File: config.mk
export PLATFORM = sky130hd
export DESIGN_NAME = fst_cell
export DESIGN_NICKNAME = d
export VERILOG_FILES = /design/src/hw/rtl/fst_pkg.sv /design/src/hw/rtl/fst_cell.sv
export SDC_FILE = /design/constraint.sdc
export NUM_CORES = 1
export LEC_CHECK = 0
export BUFFER_PORTS_ARGS = -buffer_cell sky130_fd_sc_hd__buf_2
export CAP_MARGIN = 0
export CORE_ASPECT_RATIO = 0.6
export CORE_MARGIN = 3
export CORE_UTILIZATION = 30
export CTS_CLUSTER_SIZE = 20
export DETAILED_ROUTE_END_ITERATION = 12
export PLACE_DENSITY = 0.54
export SLEW_MARGIN = 25
export SYNTH_ARGS = -nofsm -noshare
export SYNTH_HDL_FRONTEND = slang
export SYNTH_SLANG_ARGS = --single-unit
File: constraint.sdc
create_clock -name clk -period 3.6 [get_ports clk]
set_input_delay 0.18 -clock clk [delete_from_list [all_inputs] [get_ports clk]]
set_output_delay 0.18 -clock clk [all_outputs]
set_load 0.01 [all_outputs]
File: src/hw/rtl/fst_pkg.sv
`timescale 1ns / 1ps
`default_nettype none
package fst_pkg;
  localparam int unsigned ENTRIES = 64;
  localparam int unsigned IDX_W = $clog2(ENTRIES);
  localparam int unsigned CFG_AW = 4;

  localparam logic [31:0] SIG_FIRST_RST  = 32'hDEADBEEF;
  localparam logic [31:0] SIG_SECOND_RST = 32'h909090C3;
  localparam logic [31:0] SIG_MIXED_RST  = 32'hCAFEBABE;
  localparam logic [1:0]  COUNT_MAX      = 2'd3;

  typedef enum logic [1:0] {
    OP_STORE   = 2'd0,
    OP_CHECK   = 2'd1,
    OP_PEEK    = 2'd2,
    OP_CONSUME = 2'd3
  } op_t;

  typedef enum logic [1:0] {
    OUT_OK        = 2'd0,
    OUT_NOT_FOUND = 2'd1,
    OUT_FULL      = 2'd2
  } outcome_t;

  typedef enum logic [1:0] {
    REG_SIG_FIRST  = 2'd0,
    REG_SIG_SECOND = 2'd1,
    REG_SIG_MIXED  = 2'd2
  } reg_idx_t;

  localparam logic [1:0] SEL_FIRST  = 2'd1;
  localparam logic [1:0] SEL_SECOND = 2'd2;
  localparam logic [1:0] SEL_MIXED  = 2'd3;

  // lookup token walking down the row of cells
  typedef struct packed {
    logic             vld;
    logic [1:0]       op;
    logic [31:0]      key;
    logic [31:0]      w0;
    logic [31:0]      w1;
    logic [1:0]       sel;
    logic             hit;
    logic             free_ok;
    logic [IDX_W-1:0] free_idx;
    logic [1:0]       count;
    logic             flag;
  } token_t;

  typedef struct packed {
    logic             en;
    logic [IDX_W-1:0] idx;
    logic [31:0]      key;
    logic [31:0]      w0;
    logic [31:0]      w1;
  } claim_t;

  typedef struct packed {
    logic [31:0] first;
    logic [31:0] second;
    logic [31:0] mixed;
  } sigs_t;
endpackage
`default_nettype wire

File: src/hw/rtl/fst_cell.sv
`timescale 1ns / 1ps
`default_nettype none
module fst_cell (
  input  wire                         clk,
  input  wire                         rst_n,
  input  wire  [fst_pkg::IDX_W-1:0]   idx_i,
  input  fst_pkg::sigs_t              sigs_i,
  input  fst_pkg::claim_t             claim_i,
  input  fst_pkg::token_t             tok_i,
  output fst_pkg::token_t             tok_o
);
  logic        valid_r, valid_nxt;
  logic [31:0] key_r, key_nxt;
  logic [1:0]  count_r, count_nxt;
  logic        flag_r, flag_nxt;
  logic [31:0] w0_r, w0_nxt;
  logic [31:0] w1_r, w1_nxt;
  fst_pkg::token_t tok_r, tok_nxt;
  logic match, sig_hit;

  always_comb begin
    valid_nxt = valid_r;
    key_nxt   = key_r;
    count_nxt = count_r;
    flag_nxt  = flag_r;
    w0_nxt    = w0_r;
    w1_nxt    = w1_r;
    tok_nxt   = tok_i;
    sig_hit   = 1'b0;
    match     = tok_i.vld && valid_r && (key_r == tok_i.key);
    case (tok_i.sel)
      fst_pkg::SEL_FIRST:  sig_hit = (w0_r == sigs_i.first);
      fst_pkg::SEL_SECOND: sig_hit = (w1_r == sigs_i.second);
      fst_pkg::SEL_MIXED:  sig_hit = ((w0_r ^ w1_r) == sigs_i.mixed);
      default:             sig_hit = 1'b0;
    endcase
    if (match) begin
      case (fst_pkg::op_t'(tok_i.op))
        fst_pkg::OP_STORE: begin
          w0_nxt = tok_i.w0;
          w1_nxt = tok_i.w1;
        end
        fst_pkg::OP_CHECK: begin
          flag_nxt = flag_r | sig_hit;
          if (count_r != fst_pkg::COUNT_MAX) count_nxt = count_r + 2'd1;
        end
        fst_pkg::OP_CONSUME: valid_nxt = 1'b0;
        default: ;
      endcase
      tok_nxt.hit   = 1'b1;
      tok_nxt.count = count_nxt;
      tok_nxt.flag  = flag_nxt;
    end
    // remember the lowest free slot seen so far
    if (tok_i.vld && !valid_r && !tok_i.free_ok) begin
      tok_nxt.free_ok  = 1'b1;
      tok_nxt.free_idx = idx_i;
    end
    if (claim_i.en && (claim_i.idx == idx_i)) begin
      valid_nxt = 1'b1;
      key_nxt   = claim_i.key;
      count_nxt = 2'd0;
      flag_nxt  = 1'b0;
      w0_nxt    = claim_i.w0;
      w1_nxt    = claim_i.w1;
    end
  end

  always_ff @(posedge clk) begin
    if (!rst_n) begin
      valid_r <= 1'b0;
      tok_r   <= '0;
    end else begin
      valid_r <= valid_nxt;
      tok_r   <= tok_nxt;
    end
  end

  always_ff @(posedge clk) begin
    key_r   <= key_nxt;
    count_r <= count_nxt;
    flag_r  <= flag_nxt;
    w0_r    <= w0_nxt;
    w1_r    <= w1_nxt;
  end

  assign tok_o = tok_r;
endmodule
`default_nettype wire
==> results of run 1 <==
-- routing by layer --
metal	track usage	share of wire
met4	0.05242	0.021
met5	0	0.00069
met3	0.06547	0.079
met1	0.2735	0.44
met2	0.3298	0.46
-- synth_stat cells --
master / count / area (um^2)
sky130_fd_sc_hd__nor2b_1: 10 / 62.56
sky130_fd_sc_hd__o21a_1: 3 / 22.52
sky130_fd_sc_hd__and3_1: 2 / 12.51
sky130_fd_sc_hd__a21o_1: 1 / 7.510
sky130_fd_sc_hd__a21oi_1: 2 / 10.01
sky130_fd_sc_hd__nand3b_1: 1 / 7.510
sky130_fd_sc_hd__a31oi_1: 3 / 18.77
sky130_fd_sc_hd__buf_4: 1 / 7.510
sky130_fd_sc_hd__nor2_1: 8 / 30.03
sky130_fd_sc_hd__and2_1: 101 / 631.9
sky130_fd_sc_hd__nor3_1: 4 / 20.02
sky130_fd_sc_hd__xnor2_1: 103 / 902.1
sky130_fd_sc_hd__mux2i_1: 7 / 70.07
sky130_fd_sc_hd__mux2_1: 6 / 67.56
sky130_fd_sc_hd__edfxtp_1: 96 / 2883
sky130_fd_sc_hd__nor4_2: 1 / 12.51
sky130_fd_sc_hd__inv_1: 2 / 7.510
sky130_fd_sc_hd__a2111oi_0: 1 / 8.760
sky130_fd_sc_hd__xor2_1: 10 / 87.58
sky130_fd_sc_hd__nor4_1: 6 / 37.54
sky130_fd_sc_hd__o211a_1: 1 / 10.01
sky130_fd_sc_hd__nand2b_1: 1 / 6.260
sky130_fd_sc_hd__xnor3_1: 26 / 585.6
sky130_fd_sc_hd__nor4_4: 1 / 21.27
sky130_fd_sc_hd__o21ba_2: 1 / 10.01
sky130_fd_sc_hd__clkbuf_1: 13 / 48.80
sky130_fd_sc_hd__nand3_1: 6 / 30.03
sky130_fd_sc_hd__o21ai_0: 1 / 5.000
sky130_fd_sc_hd__a211oi_2: 1 / 12.51
sky130_fd_sc_hd__nand4_1: 29 / 181.4
sky130_fd_sc_hd__mux2_2: 58 / 653.1
sky130_fd_sc_hd__and4b_1: 1 / 10.01
sky130_fd_sc_hd__nand2_1: 4 / 15.01
sky130_fd_sc_hd__dfxtp_1: 116 / 2322
sky130_fd_sc_hd__buf_6: 7 / 78.83
-- how the worst max path moves through the flow --
stage | startpoint | to | slack, ps | depth (start not counted)
6_report | key_r[25]$_DFFE_PP_ | w1_r[21]$_DFFE_PP_ | 880 | 6
5_1_grt | key_r[5]$_DFFE_PP_ | w0_r[10]$_DFFE_PP_ | 730 | 6
4_1_cts | key_r[2]$_DFFE_PP_ | w0_r[9]$_DFFE_PP_ | 920 | 6
3_5_place_dp | key_r[2]$_DFFE_PP_ | w0_r[9]$_DFFE_PP_ | 940 | 6
3_3_place_gp | key_r[22]$_DFFE_PP_ | w0_r[11]$_DFFE_PP_ | 940 | 6
2_1_floorplan | idx_i[5] | w0_r[0]$_DFFE_PP_ | 570 | 4
-- repair_timing --
item,CTS,global route
buffers inserted,0,0
endpoints found under the hold margin,197,0
resized for setup,0,0
hold buffers,203,0
endpoints found under the setup margin,0,0
-- power groups by stage --
stage | clock (mW) | sequential (mW) | combinational [mW]
3_3_place_gp | 0 | 2.67 | 0.584
2_1_floorplan | 0 | 2.71 | 0.209
3_5_place_dp | 0 | 2.68 | 0.586
5_1_grt | 2.62 | 2.63 | 0.832
6_report | 2.43 | 2.62 | 0.770
4_1_cts | 2.51 | 2.62 | 0.766
-- layout make-up --
type	instances	area, um^2	area share
inverter	2	7.507	0.0005245
multi-input combinational	399	3557	0.2485
timing repair buffer	639	4260	0.2977
sequential	212	5205	0.3637
tap	400	500.5	0.03497
antenna	6	15.01	0.001049
clock buffer	30	641.9	0.04485
clock inverter	10	125.1	0.008742
-- sequential cells by signal, summed over array words and instances (netlist names) --
register and count:
tok_o 112, key_r 32, w0_r 32, w1_r 32, count_r 2, flag_r 1, valid_r 1
-- metrics by stage --
stage | setup slack, ps | cells
floorplan | 574.7 | 634
global placement | 944.0 | 1449
detailed placement | 944.9 | 1449
CTS | 919.5 | 1692
global route | 725.8 | 1697
finish | 881.6 | 1698
-- kinds of logic (layout without fill, tap and decap cells) --
group                     after synthesis  after routing  synth area share
AOI/OAI and AO/OA                      14             14           0.01181
xor gates and xnor gates              139            139            0.1770
muxes                                  71             71           0.08888
DFF                                   212            212            0.5850
other                                   0              6                 0
and+or+nand+nor                       175            175            0.1212
buffers and inverters                  23            681           0.01603
-- critical path: stages, from the launching register on --
cell and delay (ps):
sky130_fd_sc_hd__edfxtp_1 400, sky130_fd_sc_hd__xnor2_1 160, sky130_fd_sc_hd__nand3_1 120, sky130_fd_sc_hd__nor3_1 510
sky130_fd_sc_hd__and3_1 520, sky130_fd_sc_hd__a21o_4 390, sky130_fd_sc_hd__buf_4 300
-- layout by cell type, fill, tap and decap left out, drive strengths merged, types with 6 or more instances in the layout --
master	count
nor2b	10
mux2i	7
nand4	29
buf	436
nor4	8
mux2	64
dlygate4sd3	203
nor2	8
clkinv	7
clkbuf	30
xor2	10
dfxtp	116
xnor3	26
nand3	6
diode	6
xnor2	103
and2	101
edfxtp	96
==> results.txt, run 1 <==
outcome: finished, final reports clean
Hold Crit Start: claim_i[8]
Core Rows: 48
net switching fraction of the power: 0.2249
number of clock buffers inserted by TritonCTS: 22
vias per inst: 4.295
number of nets with antenna violations after routing: 0
initial antenna violation count: 7
final period demand of the worst path: 2718 ps
core box area: 28950 um^2
Worst Path Class, Setup: flop to flop
Finished Core Util: 0.4944
GRT Resource Usage Total: 0.2066
measured slew at the worst slew-check pin: 736.4 ps
Crit Reg-Reg Startpoint: key_r[25]$_DFFE_PP_
final number of max-transition violations: 0
maximum number of pins on one net before global-route repair: 114
Sw Pwr: 1.311 mW
TritonCTS clock tree: yes
via count: 7293
flops & latches, synth: 212
Clock Root Buffer: sky130_fd_sc_hd__clkbuf_16
gp weighted congestion: 0.8504
IO Port Bufs: 430
minimum hold slack: 24.13 ps
sequential element share of the synthesized area: 0.5850
data arrival time of the critical path: 2920 ps
Worst slew margin: 0.5090
capturing element type of the critical path: flop
hold-critical path endpoint: w1_r[8]$_DFFE_PP_
hold path cells: 2
net count of the finished layout: 1595
horizontal extent of the die: 228.3 um
average cell area after synthesis: 14.03 um^2
internal reg-to-reg setup slack: 880 ps
max frequency: 0.3679 GHz
Placed Instance Area: 11490 um^2
final WL: 33410 um
Residual DRC: 0
initial standard-cell utilization of the core: 0.3074
yosys warns: 0
Total Die Area: 31830 um^2
overflow left after global routing: 0
static leakage: 6.198 nW
power per standard cell area: 407.2 nW/um^2
gate count of the mapped netlist: 634
required time of the critical path: 3800 ps
H-tree levels: 1
CTS Buffer Depth: 3
Top Ports: 431
count of final setup violators: 0
detailed-route wire length per cell: 19.67 um
Mapped Nets: 953
critical path fanouts, max: 21
final instance area: 14310 um^2
clock insertion delay at the later pin of the skew report: 520 ps
proportion of layout cells with a drive suffix above 1: 0.4125
vias in the first global route: 7865
register share of total power: 0.450
worst reg2reg path depth: 6
Internal Power: 4.517 mW
logic gate share of total power: 0.132
power after layout: 5.827 mW
Hold Vio Cnt, Final: 0
worst min-delay path class: input port to flop
fin crit share: 0.7551
element type at the critical path start: flop
HPWL after DPL: 24900 um
Setup TNS: 0 ps
count of filler cells inserted in the layout: 2582
first-pass GRT wire length: 49150 um
count of cell types in the netlist: 35
setup clock skew after layout: 8.456 ps
clk sink count: 212
clock-pin slew on the worst setup and hold paths: 70 ps
Post-Synthesis Cell Area: 8897 um^2
Syn-to-layout area delta: 60.86%
RSZ-0062 raised after global routing: no
peak ir drop on the vdd network: 0.0003073 V
Pre-antenna DRT Iters: 4
drt first-iter violations: 286
Clock Power Share: 0.418
Die Y-Extent: 139.4 um
total of max-cap violations: 0
end of the worst register-to-register path: w1_r[21]$_DFFE_PP_
(Power assumes the default switching activity.)
==> run 2, diff against run 1 <==
--- a/config.mk
+++ b/config.mk
@@ -5,6 +5,7 @@
 export SDC_FILE = /design/constraint.sdc
 export NUM_CORES = 1
 export LEC_CHECK = 0
+export ABC_AREA = 1
 export BUFFER_PORTS_ARGS = -buffer_cell sky130_fd_sc_hd__buf_2
 export CAP_MARGIN = 0
 export CORE_ASPECT_RATIO = 0.6
@@ -12,7 +13,7 @@
 export CORE_UTILIZATION = 30
 export CTS_CLUSTER_SIZE = 20
 export DETAILED_ROUTE_END_ITERATION = 12
-export PLACE_DENSITY = 0.54
+export PLACE_DENSITY = 0.55
 export SLEW_MARGIN = 25
 export SYNTH_ARGS = -nofsm -noshare
 export SYNTH_HDL_FRONTEND = slang
==> constraint.sdc (replaced) <==
create_clock -name clk -period 2.3 [get_ports clk]
set_input_delay 0.115 -clock clk [delete_from_list [all_inputs] [get_ports clk]]
set_output_delay 0.115 -clock clk [all_outputs]
set_load 0.01 [all_outputs]
==> run 2 against run 1 <==
- clock power increased by 53%
- total power increased by 57%
- register-to-register slack got worse by 800 ps
- count of clock-buffer cells in the layout increased by 1
- synthesized area increased by 12%
- global-route usage increased by 1.0 points
- first-iteration DRC count increased by 120%
- flip-flop and latch count unchanged
- critical endpoint is now w0_r[20]$_DFFE_PP_
- highest routed layer unchanged
==> results.txt, run 2 <==
leading cell type in the layout, fill and taps excluded: sky130_fd_sc_hd__nand2_1
Mapped Nets: 1624
number of clock buffers inserted by TritonCTS: 23
Core Rows: 50
final instance count without filler cells: 2399
Residual DRC: 0
Pre-antenna DRT Iters: 5
data arrival time of the critical path: 2440 ps
biggest area contributors in the synthesized netlist: sky130_fd_sc_hd__edfxtp_1 (29%), sky130_fd_sc_hd__dfxtp_1 (23%), sky130_fd_sc_hd__nand2_1 (22%)
clk sink count: 212
post-placement worst setup slack: 12.26 ps
vias per inst: 4.347
gate count of the mapped netlist: 1305
detailed-route wire length per cell: 16.61 um
CTS Buffer Depth: 3
via count: 10430
final number of max-transition violations: 0
Syn-to-layout area delta: 57.51%
Register Area: 5205 um^2
dominant register cell in the synthesized netlist: sky130_fd_sc_hd__dfxtp_1
required time of the critical path: 2520 ps
average cell area after synthesis: 7.620 um^2
yosys warns: 0
most frequent cell on the critical path: sky130_fd_sc_hd__buf_12
critical path fanouts, max: 17
top cells by instance count after synthesis: sky130_fd_sc_hd__nand2_1 (593), sky130_fd_sc_hd__inv_1 (232), sky130_fd_sc_hd__dfxtp_1 (116), sky130_fd_sc_hd__edfxtp_1 (96), sky130_fd_sc_hd__nor2_1 (44)
end of the worst register-to-register path: w0_r[20]$_DFFE_PP_
H-tree levels: 1
number of synthesized flops with an enable pin: 96
HPWL after DPL: 29960 um
Finished Core Util: 0.4909
portion of synthesized cell area occupied by the leading cell type: 0.2899
final worst slack: 85.42 ps
count of final setup violators: 0
Worst slew margin: 0.5519
Largest register FFs: 112
worst min-delay path class: input port to flop
element type at the critical path start: flop
RSZ-0062 raised after global routing: yes
IO Port Bufs: 430
proportion of layout cells with a drive suffix above 1: 0.2575
hold-critical path endpoint: tok_o[13]$_SDFF_PN0_
number of nets with antenna violations after routing: 0
clock insertion delay at the later pin of the skew report: 520 ps
worst reg2reg path depth: 7
setup clock skew after layout: 12.08 ps
clock-pin slew on the worst setup and hold paths: 70 ps
TritonCTS clock tree: yes
Worst Path Class, Setup: flop to flop
series of cell instances along the critical path: xnor2_4 -> nand4_1 -> nor4_2 -> nand3_2 -> o21ai_4 -> buf_12 -> buf_12
count of filler cells inserted in the layout: 3091
Setup TNS: 0 ps
most used standard cell by instance count after synthesis: sky130_fd_sc_hd__nand2_1
cell count after placement: 2134
overflow left after global routing: 0
share of synthesized registers carrying an async set or reset: 0
area of combinational cells with multiple inputs: 3792 um^2
GRT Resource Usage Total: 0.2170
Hold Crit Start: rst_n
count of cell types in the netlist: 31
total of max-cap violations: 0
commonest non-fill, non-tap cells in the layout: sky130_fd_sc_hd__nand2_1 (591), sky130_fd_sc_hd__buf_2 (429), sky130_fd_sc_hd__inv_1 (232), sky130_fd_sc_hd__dlygate4sd3_1 (214), sky130_fd_sc_hd__dfxtp_1 (116)
net count of the finished layout: 2280
first-pass GRT wire length: 58610 um
Die Y-Extent: 147.0 um
measured slew at the worst slew-check pin: 669.8 ps
horizontal extent of the die: 241.0 um
capturing element type of the critical path: flop
final period demand of the worst path: 2215 ps
initial standard-cell utilization of the core: 0.3117
vias in the first global route: 10450
Total Die Area: 35440 um^2
gp weighted congestion: 0.9780
peak ir drop on the vdd network: 0.0004617 V
initial antenna violation count: 13
post-synth top area cell: sky130_fd_sc_hd__edfxtp_1
maximum number of pins on one net before global-route repair: 56
outcome: finished, final reports clean
flops & latches, synth: 212
hold path cells: 3
fin crit share: 0.9629
max frequency: 0.4516 GHz
Clock Root Buffer: sky130_fd_sc_hd__clkbuf_16
static leakage: 8.490 nW
core box area: 31910 um^2
Post-Synthesis Cell Area: 9945 um^2
internal reg-to-reg setup slack: 90 ps
final WL: 39860 um
Crit Reg-Reg Startpoint: key_r[18]$_DFFE_PP_
Top Ports: 431
slowest cell delay on critical path: 470 ps
Hold Vio Cnt, Final: 0
sequential element share of the synthesized area: 0.5234
drt first-iter violations: 625
power per standard cell area: 585.7 nW/um^2
slowest stage cell, crit path: sky130_fd_sc_hd__edfxtp_1
-- run 2: cell count changes after synthesis, sizes merged, moves of 13 or more --
cell	change
nand3	+13
nand3b	+26
nand2	+590
mux2	-64
nor2	+36
xnor2	-66
and2	-100
nand4	-18
o21ai	+19
or2	+16
xnor3	-26
inv	+232
a21oi	+16
-- run 2: cell type report --
class,count,area share
antenna,6,0.0009585
clock buffer,31,0.04194
clock inverter,10,0.004952
inverter,234,0.05623
multi-input combinational,832,0.2421
sequential,212,0.3323
tap,416,0.03323
timing repair buffer,658,0.2883
-- run 2: layer usage --
metal	wire, um	up-vias	track usage
li1	-	5267	-
met1	18560	4733	0.2990
met2	17330	364	0.3426
met3	3055	56	0.05722
met4	874	8	0.04743
met5	42	-	0
-- run 2: kinds of logic (layout without fill, tap and decap cells) --
family | Yosys count | in the layout | synth area share
AO/OA/AOI/OAI | 51 | 51 | 0.02969
buffers and inverters | 261 | 933 | 0.1014
other | 0 | 6 | 0
XOR/XNOR | 54 | 54 | 0.04756
AND/OR/NAND/NOR | 727 | 727 | 0.2979
flip-flops | 212 | 212 | 0.5234
-- run 2: how the worst max path moves through the flow --
stage                                    from                 end  slack (ps)  cells past startpoint
after global placement    key_r[22]$_DFFE_PP_  w0_r[14]$_DFFE_PP_         -10                      7
after detailed placement  key_r[22]$_DFFE_PP_  w1_r[20]$_DFFE_PP_          10                      7
after floorplan           key_r[18]$_DFFE_PP_   w0_r[0]$_DFFE_PP_        -360                      5
final                     key_r[18]$_DFFE_PP_  w0_r[20]$_DFFE_PP_          90                      7
after global routing       key_r[1]$_DFFE_PP_  w1_r[11]$_DFFE_PP_           1                      9
after CTS                 key_r[26]$_DFFE_PP_  w0_r[20]$_DFFE_PP_         110                      6
-- run 2: power breakdown --
| part | leakage (nW) | internal [mW] | switching [mW] | total [mW] |
|---|---|---|---|---|
| combinational | 6.29 | 0.698 | 0.641 | 1.34 |
| sequential | 1.83 | 4.07 | 0.0470 | 4.12 |
| clock | 0.370 | 2.12 | 1.60 | 3.71 |
| total | 8.49 | 6.89 | 2.28 | 9.17 |
-- run 2: metrics by stage --
stage	area, um^2	power (mW)	hold WS, ps
final	15660	9.174	94.04
after global routing	15660	9.576	134.0
after CTS	15540	9.286	103.2
after detailed placement	12650	5.229	293.8
after global placement	12650	5.219	293.6
after floorplan	9962	4.634	208.5
-- run 2: repair_timing --
item / CTS / global route
endpoints found under the hold margin: 208 / 0
gates resized for setup: 2 / 4
setup buffers: 0 / 1
setup endpoints to repair: 64 / 64
pin swaps: 0 / 4
cloned: 0 / 3
hold buffers: 214 / 0
-- run 2: worst max-delay path, delay by kind of cell, from the launching register on --
kind	cells	cell delay [ps]
simple gates	3	650
xor+xnor	1	270
flops	1	470
buf+inv	2	320
compound gates	1	190
